File: config.mk
export PLATFORM = sky130hd
export DESIGN_NAME = cau_pack
export DESIGN_NICKNAME = d
export VERILOG_FILES = /design/src/complex_arithmetic_unit_defines.svh /design/src/cau_pkg.sv /design/src/cau_pack.sv
export SDC_FILE = /design/constraint.sdc
export NUM_CORES = 1
export LEC_CHECK = 0
export BUFFER_PORTS_ARGS = -buffer_cell sky130_fd_sc_hd__clkbuf_2
export CAP_MARGIN = 20
export CELL_PAD_IN_SITES_DETAIL_PLACEMENT = 1
export CELL_PAD_IN_SITES_GLOBAL_PLACEMENT = 1
export CORE_MARGIN = 2
export CORE_UTILIZATION = 22
export DETAILED_ROUTE_END_ITERATION = 10
export PLACE_DENSITY = 0.78
export REMOVE_ABC_BUFFERS = 1
export SLEW_MARGIN = 20
export SYNTH_ARGS = -nofsm -noshare
export SYNTH_HDL_FRONTEND = slang
export SYNTH_SLANG_ARGS = --single-unit
File: constraint.sdc
create_clock -name vclk -period 4.6
set_input_delay 0.92 -clock vclk [all_inputs]
set_output_delay 0.92 -clock vclk [all_outputs]
set_load 0.02 [all_outputs]
File: src/complex_arithmetic_unit_defines.svh
// Assertion macros for the complex arithmetic unit.
// Each macro expects clk and rst_n to be in scope.
`ifndef COMPLEX_ARITHMETIC_UNIT_DEFINES_SVH
`define COMPLEX_ARITHMETIC_UNIT_DEFINES_SVH

// Same-cycle implication.
`define CAU_ASSERT_IMP(lbl, ante, cons) \
    lbl: assert property (@(posedge clk) disable iff (!rst_n) (ante) |-> (cons)) \
        else $error("complex_arithmetic_unit: check failed");

// Next-cycle implication.
`define CAU_ASSERT_NXT(lbl, ante, cons) \
    lbl: assert property (@(posedge clk) disable iff (!rst_n) (ante) |=> (cons)) \
        else $error("complex_arithmetic_unit: check failed");

`endif

File: src/cau_pkg.sv
`timescale 1ns / 1ps
// ----------------------------------------------------------------------------
// cau_pkg
// Shared types and widths for the complex arithmetic unit.
// ----------------------------------------------------------------------------
package cau_pkg;

    localparam int W    = 16;           // word bits
    localparam int F    = 8;            // fraction bits
    localparam int PW   = 2 * W;        // product width
    localparam int SW   = 2 * W + 1;    // sum of two products
    localparam int MW   = 2 * W;        // magnitude width
    localparam int DENW = 2 * W;        // divisor width
    localparam int QB   = W + 1;        // quotient bits kept
    localparam int CW   = 2 * W + QB;   // divider compare width
    localparam int FE_STAGES   = 3;
    localparam int DIV_STAGES  = QB + 1;
    localparam int PIPE_STAGES = FE_STAGES + DIV_STAGES;

    localparam logic signed [W-1:0] WORD_MAX = {1'b0, {(W-1){1'b1}}};
    localparam logic signed [W-1:0] WORD_MIN = {1'b1, {(W-1){1'b0}}};

    typedef enum logic [1:0] {
        OP_ADD  = 2'd0,
        OP_MUL  = 2'd1,
        OP_DIV  = 2'd2,
        OP_NONE = 2'd3
    } op_t;

    typedef struct packed {
        logic [1:0]          opcode;
        logic signed [W-1:0] a_re;
        logic signed [W-1:0] a_im;
        logic signed [W-1:0] b_re;
        logic signed [W-1:0] b_im;
    } cau_in_t;

    typedef struct packed {
        logic signed [W-1:0] res_re;
        logic signed [W-1:0] res_im;
        logic                saturated;
        logic                div_by_zero;
    } cau_out_t;

    // sign/magnitude parts and divide control after the front end
    typedef struct packed {
        op_t             op;
        logic            re_neg;
        logic [MW-1:0]   re_mag;
        logic            im_neg;
        logic [MW-1:0]   im_mag;
        logic [DENW-1:0] den;
        logic            dz;
    } cau_ctl_t;

endpackage

File: src/cau_pack.sv
`timescale 1ns / 1ps
// ----------------------------------------------------------------------------
// cau_pack
// Result select and saturation to the word range.
// ----------------------------------------------------------------------------
module cau_pack
    import cau_pkg::*;
(
    input  cau_ctl_t      ctl,
    input  logic [MW-1:0] quo_re,
    input  logic [MW-1:0] quo_im,
    output cau_out_t      res
);

    logic [MW-1:0] mre, mim;
    logic          sat_re, sat_im;
    logic [MW-1:0] lim_pos, lim_neg;

    assign lim_pos = MW'($unsigned(WORD_MAX));
    assign lim_neg = MW'(1) << (W - 1);

    always_comb
    begin
        logic [MW-1:0] cre, cim;
        mre = ctl.re_mag;
        mim = ctl.im_mag;
        if (ctl.op == OP_DIV)
        begin
            mre = ctl.dz ? '0 : quo_re;
            mim = ctl.dz ? '0 : quo_im;
        end
        else if (ctl.op == OP_NONE)
        begin
            mre = '0;
            mim = '0;
        end

        sat_re = ctl.re_neg ? (mre > lim_neg) : (mre > lim_pos);
        sat_im = ctl.im_neg ? (mim > lim_neg) : (mim > lim_pos);
        cre = sat_re ? (ctl.re_neg ? lim_neg : lim_pos) : mre;
        cim = sat_im ? (ctl.im_neg ? lim_neg : lim_pos) : mim;

        res.res_re      = ctl.re_neg ? -cre[W-1:0] : cre[W-1:0];
        res.res_im      = ctl.im_neg ? -cim[W-1:0] : cim[W-1:0];
        res.saturated   = sat_re || sat_im;
        res.div_by_zero = ctl.dz;
    end

endmodule

==> metrics.log <==
[metrics] WP buf/inv: 13
[metrics] maximum achievable frequency: 0.213 GHz
[metrics] status: finished with violations
[metrics] slowest cell on the critical path: sky130_fd_sc_hd__or2_4
[metrics] synthesized-area fraction occupied by adder cells: under 10%
[metrics] number of different library cells in the post-synthesis netlist: 69
[metrics] stage delay of the slowest cell on the critical path: around 0.26 ns
[metrics] layout overhead on the synthesized area: 105%
[metrics] Internal: 0.279 mW
[metrics] setup_tns: -0.163 ns
[metrics] top-level port count: ~200
[metrics] classification of the worst setup path: input port to primary output
[metrics] leakage power summed over all cells: 2.12 nW
[metrics] total power: roughly 0.58 mW
[metrics] setup repair after global routing missed its margin: yes
[metrics] count of TritonRoute iterations in the first routing pass: 4
[metrics] worst path cell trace: buf_6, or2_4, buf_12, buf_4, a2bb2oi_2, a21bo_4, nor4_4, a31oi_2, nand2b_4, o21ai_4, buf_4, buf_4, buf_4, buf_4, buf_4, buf_4, buf_4, buf_4, buf_4, clkbuf_2
[metrics] number of antenna violations at the first check in global routing: 0
[metrics] final standard cell utilization of the core: 46.1%
[metrics] wire length reported by the detailed router: between 10 and 15 mm
[metrics] fraction of power consumed by sequential logic: 0%
[metrics] fraction of synthesized area in multiplexers: under 10%
[metrics] basic-gate share of the synthesized area counting and, or, nand and nor cells: around two fifths
[metrics] crit share post-route: 102%
[metrics] height of the chip: 104 µm
[metrics] layout sequential cell count: 0
[metrics] Final setup viols: 4
[metrics] maximum fanout along the worst path: 6
[metrics] parity-gate share of the synthesized area counting xor and xnor cells: less than 1%
[metrics] largest family of logic cells by synthesized area: compound AO/OA/AOI/OAI gates
[metrics] filler-free cell count of the finished design: between 700 and 800
[metrics] Required @ worst endpoint: about 3.7 ns
[metrics] area occupied by multi-input gates: around 2400 µm²
[metrics] Avg Inst Size Synth: about 6 µm²
[metrics] power density normalized to cell area: 129 nW/µm²
[metrics] worst slew margin relative to its limit: between 60% and 70%
[metrics] Crit path arrival time: ~3.8 ns
[metrics] CP dominant cell by count: sky130_fd_sc_hd__buf_4
[metrics] Worst Setup Slack post-DPL: -0.408 ns
[metrics] diodes inserted: 0
[metrics] final net count: 777
[metrics] IO buf count: ~170
[metrics] Clock power frac: 0%
[metrics] DP Wirelength: between 10 and 15 mm
[metrics] fraction of layout cells with a size suffix above 1: between 50% and 60%
[metrics] CORE AREA: 9730 µm²
[metrics] number of cell rows: 36
[metrics] Synth Area in Compound Gates: ~48%
[metrics] Total GRT Usage: between 20% and 30%
[metrics] Clock Buffer Count: 0
[metrics] actual slew at the worst max-slew pin: 0.561 ns
[metrics] post-detailed-route via-to-cell ratio: about 5.4
[metrics] largest net degree at the start of global routing: 21
[metrics] part of the Yosys area used for sequential elements: 0%
[metrics] Die Outline Area: approximately 11,000 µm²
[metrics] die width: approximately 100 µm
[metrics] Starting Density: between 20% and 30%
[metrics] most used cells in the layout excluding fill and tap cells: sky130_fd_sc_hd__clkbuf_2, sky130_fd_sc_hd__buf_4, sky130_fd_sc_hd__nand2_1, sky130_fd_sc_hd__nor2_1
[metrics] number of cells produced by synthesis: approximately 350
[metrics] FF/Latch Area: 0 µm²
[metrics] cell count after placement: 704
[metrics] switching power of the nets: between 0.2 and 0.3 mW
[metrics] Syn. warnings: 0
[metrics] combinational share of power: 100.0%
[metrics] count of pins over their slew limit: 0
[metrics] startpoint class of the critical path: input port
[metrics] mean routed wirelength per cell: 18.7 µm
[metrics] global-route wire length before repair: 21.1 mm
[metrics] switching share of power: approximately 52%
[metrics] Min-Delay Startpoint: ctl[0]
[metrics] post-route ant nets: 0
[metrics] final worst setup slack: -0.0848 ns
[metrics] Top delay family on crit path: buffers and inverters
[metrics] hold-fix buffers at CTS: 0
[metrics] number of hold-slack violations in the final timing report: 0
[metrics] CP startpoint: ctl[99]
[metrics] total overflow reported by the global router: 0
[metrics] count of filler cells inserted in the layout: 1,276
[metrics] most common library cell in the layout ignoring fill and taps: sky130_fd_sc_hd__clkbuf_2
[metrics] Placer Congestion: 0.894
[metrics] Hold/Removal Path Class: input port to primary output
[metrics] sort of element at the end of the critical path: primary output
[metrics] maximum capacitance violations: 0
[metrics] routed via count: 4,018
[metrics] VDD IR max: around 0.036 mV
[metrics] number of global-route vias before repair: around 4,300
[metrics] area of the mapped netlist: about 2200 µm²
[metrics] number of remaining DRC errors: 0
[metrics] iteration-0 DRC count of the detailed router: between 150 and 200
[metrics] clock period minus final worst setup slack: roughly 4.7 ns
[metrics] violated checks: negative setup slack
-- final cells by class --
type               count  area share (%)
well taps            133            3.71
multi-input cells    321            53.3
repair buffers       280            42.4
inverters              7           0.586
-- cell families (layout without fill, tap and decap cells) --
| family | Yosys count | in the layout |
|---|---|---|
| simple gates | 179 | 179 |
| compound gates | 136 | 136 |
| buf+inv | 33 | 287 |
| mux | 3 | 3 |
| fa+ha+maj | 2 | 2 |
| xor+xnor | 1 | 1 |
-- cells in the mapped netlist (6+ instances only) --
cell	n	area, µm²
sky130_fd_sc_hd__buf_6	6	67.6
sky130_fd_sc_hd__nand2_1	62	233
sky130_fd_sc_hd__clkbuf_1	12	45.0
sky130_fd_sc_hd__a21oi_1	18	90.1
sky130_fd_sc_hd__a31oi_1	7	43.8
sky130_fd_sc_hd__and3_1	7	43.8
sky130_fd_sc_hd__o21ai_0	21	105
sky130_fd_sc_hd__o22a_1	6	52.6
sky130_fd_sc_hd__nor4_1	16	100
sky130_fd_sc_hd__nand3_1	15	75.1
sky130_fd_sc_hd__o31ai_1	6	45.0
sky130_fd_sc_hd__nor3_1	15	75.1
sky130_fd_sc_hd__a2bb2oi_1	22	193
sky130_fd_sc_hd__nor2_1	30	113
-- what timing repair did --
action,CTS,global route
pin swaps,18,32
setup endpoints to repair,14,17
gates cloned,2,0
gates resized for setup,53,72
buffers inserted,17,18
-- worst paths after layout --
check	to	cells past startpoint
setup / recovery	res[2]	20
hold / removal	res[0]	3
-- per-stage QoR --
stage                     hold slack [ns]  cell area (µm²)
after floorplan                      1.84             2030
after global placement               2.20             3640
after detailed placement             2.20             3640
after CTS                            2.21             4070
after global routing                 2.21             4480
final                                2.19             4480
-- layer usage --
layer	global-route usage [%]	vias to the layer above	wire length, µm
li1	-	1887	-
met1	28.6	1955	5790
met2	43.5	155	7090
met3	3.21	21	782
met4	4.54	0	229
met5	0	-	0
-- power by group through the flow --
stage / clock, mW / combinational, mW / sequential, mW
after global routing: 0 / 0.612 / 0
after floorplan: 0 / 0.217 / 0
after global placement: 0 / 0.434 / 0
final: 0 / 0.577 / 0
after detailed placement: 0 / 0.448 / 0
after CTS: 0 / 0.509 / 0
(Power assumes the default switching activity.)
