$ cat config.mk
export PLATFORM = sky130hd
export DESIGN_NAME = cau_div
export DESIGN_NICKNAME = d
export VERILOG_FILES = /design/src/complex_arithmetic_unit_defines.svh /design/src/cau_pkg.sv /design/src/cau_div.sv
export SDC_FILE = /design/constraint.sdc
export NUM_CORES = 2
export LEC_CHECK = 0
export ABC_AREA = 1
export BUFFER_PORTS_ARGS = -buffer_cell sky130_fd_sc_hd__buf_2
export CAP_MARGIN = 20
export CORE_AREA = 4 4 510 512
export CTS_CLUSTER_DIAMETER = 50
export DETAILED_ROUTE_END_ITERATION = 6
export DIE_AREA = 0 0 514 516
export PLACE_DENSITY = 0.61
export SLEW_MARGIN = 10
export SYNTH_ARGS = -nofsm -noshare
export SYNTH_HDL_FRONTEND = slang
export SYNTH_SLANG_ARGS = --single-unit
$ cat constraint.sdc
create_clock -name clk -period 2.57 [get_ports clk]
set_clock_uncertainty 0.1 [all_clocks]
set_input_delay 0.1285 -clock clk [delete_from_list [all_inputs] [get_ports clk]]
set_output_delay 0.1285 -clock clk [all_outputs]
set_load 0.02 [all_outputs]
$ cat src/complex_arithmetic_unit_defines.svh
// Assertion macros for the complex arithmetic unit.
// Each macro expects clk and rst_n to be in scope.
`ifndef COMPLEX_ARITHMETIC_UNIT_DEFINES_SVH
`define COMPLEX_ARITHMETIC_UNIT_DEFINES_SVH

// Same-cycle implication.
`define CAU_ASSERT_IMP(lbl, ante, cons) \
    lbl: assert property (@(posedge clk) disable iff (!rst_n) (ante) |-> (cons)) \
        else $error("complex_arithmetic_unit: check failed");

// Next-cycle implication.
`define CAU_ASSERT_NXT(lbl, ante, cons) \
    lbl: assert property (@(posedge clk) disable iff (!rst_n) (ante) |=> (cons)) \
        else $error("complex_arithmetic_unit: check failed");

`endif

$ cat src/cau_pkg.sv
`timescale 1ns / 1ps
// ----------------------------------------------------------------------------
// cau_pkg
// Shared types and widths for the complex arithmetic unit.
// ----------------------------------------------------------------------------
package cau_pkg;

    localparam int W    = 16;           // word bits
    localparam int F    = 8;            // fraction bits
    localparam int PW   = 2 * W;        // product width
    localparam int SW   = 2 * W + 1;    // sum of two products
    localparam int MW   = 2 * W;        // magnitude width
    localparam int DENW = 2 * W;        // divisor width
    localparam int QB   = W + 1;        // quotient bits kept
    localparam int CW   = 2 * W + QB;   // divider compare width
    localparam int FE_STAGES   = 3;
    localparam int DIV_STAGES  = QB + 1;
    localparam int PIPE_STAGES = FE_STAGES + DIV_STAGES;

    localparam logic signed [W-1:0] WORD_MAX = {1'b0, {(W-1){1'b1}}};
    localparam logic signed [W-1:0] WORD_MIN = {1'b1, {(W-1){1'b0}}};

    typedef enum logic [1:0] {
        OP_ADD  = 2'd0,
        OP_MUL  = 2'd1,
        OP_DIV  = 2'd2,
        OP_NONE = 2'd3
    } op_t;

    typedef struct packed {
        logic [1:0]          opcode;
        logic signed [W-1:0] a_re;
        logic signed [W-1:0] a_im;
        logic signed [W-1:0] b_re;
        logic signed [W-1:0] b_im;
    } cau_in_t;

    typedef struct packed {
        logic signed [W-1:0] res_re;
        logic signed [W-1:0] res_im;
        logic                saturated;
        logic                div_by_zero;
    } cau_out_t;

    // sign/magnitude parts and divide control after the front end
    typedef struct packed {
        op_t             op;
        logic            re_neg;
        logic [MW-1:0]   re_mag;
        logic            im_neg;
        logic [MW-1:0]   im_mag;
        logic [DENW-1:0] den;
        logic            dz;
    } cau_ctl_t;

endpackage

$ cat src/cau_div.sv
`timescale 1ns / 1ps
// ----------------------------------------------------------------------------
// cau_div
// Pipelined restoring divider: trunc(num * 2^F / den), one quotient bit per
// stage, clamped to 2^W when the quotient does not fit.
// ----------------------------------------------------------------------------
module cau_div
    import cau_pkg::*;
(
    input  logic            clk,
    input  logic            en,
    input  logic [MW-1:0]   num_mag,
    input  logic [DENW-1:0] den,
    output logic [MW-1:0]   quo_mag
);

    logic [CW-1:0]   rem_reg  [0:QB];
    logic [DENW-1:0] den_reg  [0:QB];
    logic [QB-1:0]   quo_reg  [0:QB];
    logic            ovf_reg  [0:QB];
    logic [CW-1:0]   rem_next [0:QB];
    logic [QB-1:0]   quo_next [0:QB];
    logic [CW-1:0]   dvd;

    always_comb
    begin
        logic [CW-1:0] dsh;
        dvd         = CW'(num_mag) << F;
        rem_next[0] = dvd;
        quo_next[0] = '0;
        for (int i = 0; i < QB; i++)
        begin
            dsh = CW'(den_reg[i]) << (QB - 1 - i);
            if (rem_reg[i] >= dsh)
            begin
                rem_next[i+1] = rem_reg[i] - dsh;
                quo_next[i+1] = {quo_reg[i][QB-2:0], 1'b1};
            end
            else
            begin
                rem_next[i+1] = rem_reg[i];
                quo_next[i+1] = {quo_reg[i][QB-2:0], 1'b0};
            end
        end
    end

    always_ff @(posedge clk)
    begin
        if (en)
        begin
            rem_reg[0] <= rem_next[0];
            quo_reg[0] <= quo_next[0];
            den_reg[0] <= den;
            ovf_reg[0] <= dvd >= (CW'(den) << QB);
            for (int i = 1; i <= QB; i++)
            begin
                rem_reg[i] <= rem_next[i];
                quo_reg[i] <= quo_next[i];
                den_reg[i] <= den_reg[i-1];
                ovf_reg[i] <= ovf_reg[i-1];
            end
        end
    end

    assign quo_mag = ovf_reg[QB] ? (MW'(1) << W) : MW'(quo_reg[QB]);

endmodule

==> results.sh <==
export IMPL_status="finished with violations"
export IMPL_violations="design-rule violations, negative setup slack"
export IMPL_yosys_area_top_type="edfxtp_1"
export IMPL_syn_to_final_growth_pct=38.9
export IMPL_drc_errors=2
export IMPL_pin_count=98
export IMPL_synth_cells=14300
export IMPL_hold_path_class="in -> reg"
export IMPL_multiInputGateArea_mm2=0.0542
export IMPL_synth_area_per_cell_um2=7.11
export IMPL_layout_area_seq_mm2=0.0430
export IMPL_crit_top_cell="nand2_1"
export IMPL_tightest_slew_ps=847
export IMPL_power_uw=136000
export IMPL_yosysSeqAreaShare=0.422
export IMPL_setup_violations=34
export IMPL_viasPerCell=4.88
export IMPL_path_class="reg -> reg"
export IMPL_nNetsFinal=17800
export IMPL_ctsRootBufferMaster="clkbuf_16"
export IMPL_synth_cell_types=47
export IMPL_grt_pass1_wl_um=549000
export IMPL_grt_pass1_vias=92600
export IMPL_grt_max_degree=129
export IMPL_cap_violations=0
export IMPL_cp_slowest_cell="edfxtp_1"
export IMPL_period_share=1.02
export IMPL_dieWidth_um=514
export IMPL_syn_cell_area_mm2=0.102
export IMPL_fillCellCount=23900
export IMPL_wl_um=381000
export IMPL_vias=101000
export IMPL_max_freq_ghz=0.382
export IMPL_port_buffers=82
export IMPL_start_util=0.398
export IMPL_ys_ff_latch=1431
export IMPL_drt_pass1_iter_count=7
export IMPL_cts_sinks=1431
export IMPL_overflow=0
export IMPL_drt_iter0_markers=9649
export IMPL_drv_slew=0
export IMPL_synth_xor_xnor_area_share=0.0246
export IMPL_rr_worst_depth=14
export IMPL_antenna_found_initial=7
export IMPL_die_h_um=516
export IMPL_cts_tree="done"
export IMPL_slew_headroom=0.435
export IMPL_leakage_uw=0.0712
export IMPL_start_kind="flip-flop"
export IMPL_synth_edf_count=1431
export IMPL_place_congestion=1.01
export IMPL_worstPathArrival_ps=3090
export IMPL_wl_per_cell_um=18.4
export IMPL_cts_made_buffers=197
export IMPL_finalInstanceArea_mm2=0.141
export IMPL_whs_path_depth=2
export IMPL_die_area_mm2=0.265
export IMPL_drive_gt1_frac=0.252
export IMPL_synth_compound_area_share=0.0357
export IMPL_peakVddDrop_v=0.000742
export IMPL_path_cells="ha_1 -> buf_6 -> nand2_1 -> nand2_2 -> a21oi_4 -> o21ai_2 -> inv_1 -> nand3b_1 -> inv_2 -> nand2_4 -> clkbuf_16 -> buf_8 -> nand2_1 -> nand2_1"
export IMPL_rows=186
export IMPL_cpPeakStageDelay_ps=440
export IMPL_hold_viol=0
export IMPL_synth_top_family_by_area="simple AND/OR/NAND/NOR gates"
export IMPL_post_dp_cell_area_mm2=0.122
export IMPL_fin_setup_tns_ps=-536
export IMPL_required_ps=3050
export IMPL_fin_crit_ps=2620
export IMPL_crit_path_end_kind="flip-flop"
export IMPL_clk_insertion_delay_late_ps=830
export IMPL_rsz0062_at_grt="true"
export IMPL_coreArea_mm2=0.256
export IMPL_setup_ws_ps=-48.0
export IMPL_cts_htree_levels=4
export IMPL_ys_top_cells_by_area="edfxtp_1, nand2_1, inv_1"
export IMPL_ys_async_sr_fraction=0
export IMPL_path_clk_slew_ps=60
export IMPL_synth_top_area_share=0.422
export IMPL_power_density_mw_per_mm2=964
export IMPL_cp_max_fo=6
export IMPL_synthAdderAreaFrac=0.0718
export IMPL_synth_mux_area_frac=0
export IMPL_postRouteAntennaNets=0
export IMPL_yosysWarnings=0
export IMPL_grt_usage=0.270
export IMPL_place_hpwl_um=303000
export IMPL_clockBufferDepth=3
export IMPL_yosys_area_share_simple=0.327
export IMPL_ys_flop_type="edfxtp_1"
export IMPL_largest_reg_flops=716
[critical path, delay by kind of cell, from the launching register on]
| kind | cells | cell delay [ps] |
|---|---|---|
| compound gates | 2 | 270 |
| buf+inv | 5 | 630 |
| fa+ha+maj | 1 | 360 |
| simple gates | 6 | 550 |
| flops | 1 | 440 |
[cells by family after synthesis]
kind of cell,after synthesis
xor gates and xnor gates,286
other,1
and+or+nand+nor,8265
DFF,1431
adders and majority gates,574
AOI/OAI and AO/OA,677
buffers and inverters,3073
[timing repair]
| item | CTS | global route |
|---|---|---|
| setup buffers | 124 | 330 |
| resized for setup | 300 | 1283 |
| cloned | 6 | 24 |
| hold endpoints to repair | 659 | 0 |
| hold buffers | 121 | 0 |
| endpoints found under the setup margin | 569 | 651 |
| pin swaps | 43 | 269 |
[worst paths after layout]
| path | startpoint | endpoint | slack [ps] |
|---|---|---|---|
| worst max-delay path | rem_reg[8][34] | rem_reg[9][14] | -50 |
| worst min-delay path | den[27] | den_reg[0][27] | 70 |
| worst max register to register | rem_reg[8][34] | rem_reg[9][14] | -50 |
| worst min register to register | quo_reg[16][0] | quo_reg[17][1] | 320 |
[synthesized netlist by cell type, types with 3 or more instances]
master / instances
and3_1: 7
and2_1: 24
nand2_4: 7
nor2_2: 26
inv_2: 27
nor2_4: 6
xnor2_1: 67
nand2_1: 5881
nor3b_1: 3
nor3_1: 113
nand3b_1: 80
o21ai_0: 98
buf_4: 37
ha_1: 558
o21bai_1: 27
inv_1: 2916
clkinv_1: 3
xor2_1: 219
edfxtp_1: 1431
or2_2: 11
buf_2: 45
nand3_1: 737
nor3_2: 4
nand3_2: 7
nand2_2: 18
buf_6: 41
nand4_1: 177
o21ai_1: 68
nor4_1: 14
a21oi_1: 433
nor2_1: 1144
a21o_1: 3
fa_1: 16
a21oi_2: 40
[routing by layer]
layer  global-route usage  vias up  share of wire
met5                    0        -       0.000034
met1                0.375    46600           0.44
met2                0.437     3630           0.45
li1                     -    50100              -
met3               0.0360      646          0.073
met4               0.0835        2          0.037
[report_power, final]
| group | switching (uW) | internal (uW) |
|---|---|---|
| clock | 11400 | 15900 |
| sequential | 4900 | 32300 |
| combinational | 40900 | 30700 |
| total | 57200 | 79000 |
[per-stage QoR]
step / setup WS [ps] / util / cells / hold slack [ps]
finish: -48.0 / 0.553 / 20700 / 67.3
global route: -118 / 0.553 / 20700 / 12.1
CTS: -16.9 / 0.517 / 20300 / 13.8
detailed placement: -280 / 0.476 / 19700 / 221
global placement: -305 / 0.476 / 19700 / 223
floorplan: 135 / - / 14300 / 127
[cells in the final DEF, fill, tap and decap left out, types with 17 or more instances in the layout]
cell,count
nand2_1,5455
inv_1,2832
buf_4,2400
edfxtp_1,1431
nor2_1,914
nand3_1,642
nand2_2,363
a21oi_1,351
ha_4,303
ha_1,239
clkbuf_16,221
xor2_1,219
nor2_2,193
nand4_1,177
dlygate4sd3_1,121
a21oi_2,107
inv_2,104
nor3_1,96
nand3_2,91
nand2_4,84
buf_2,82
o21ai_0,81
nand3b_1,80
o21ai_1,77
buf_12,71
nor2_4,69
xnor2_1,67
buf_6,33
inv_6,31
clkinv_1,26
o21bai_1,26
inv_8,25
and2_1,24
nor3_2,17
[final cells by class]
type | instances | area share
tap | 3384 | 0.0300
inverter | 2948 | 0.0787
clock inverter | 147 | 0.0111
clock buffer | 216 | 0.0358
antenna | 3 | 0.0000531
multi-input combinational | 9817 | 0.383
sequential | 1431 | 0.304
timing repair buffer | 2738 | 0.157
timing repair inverter | 1 | 0.0000797
No activity file was read; power rests on OpenSTA's default activity.
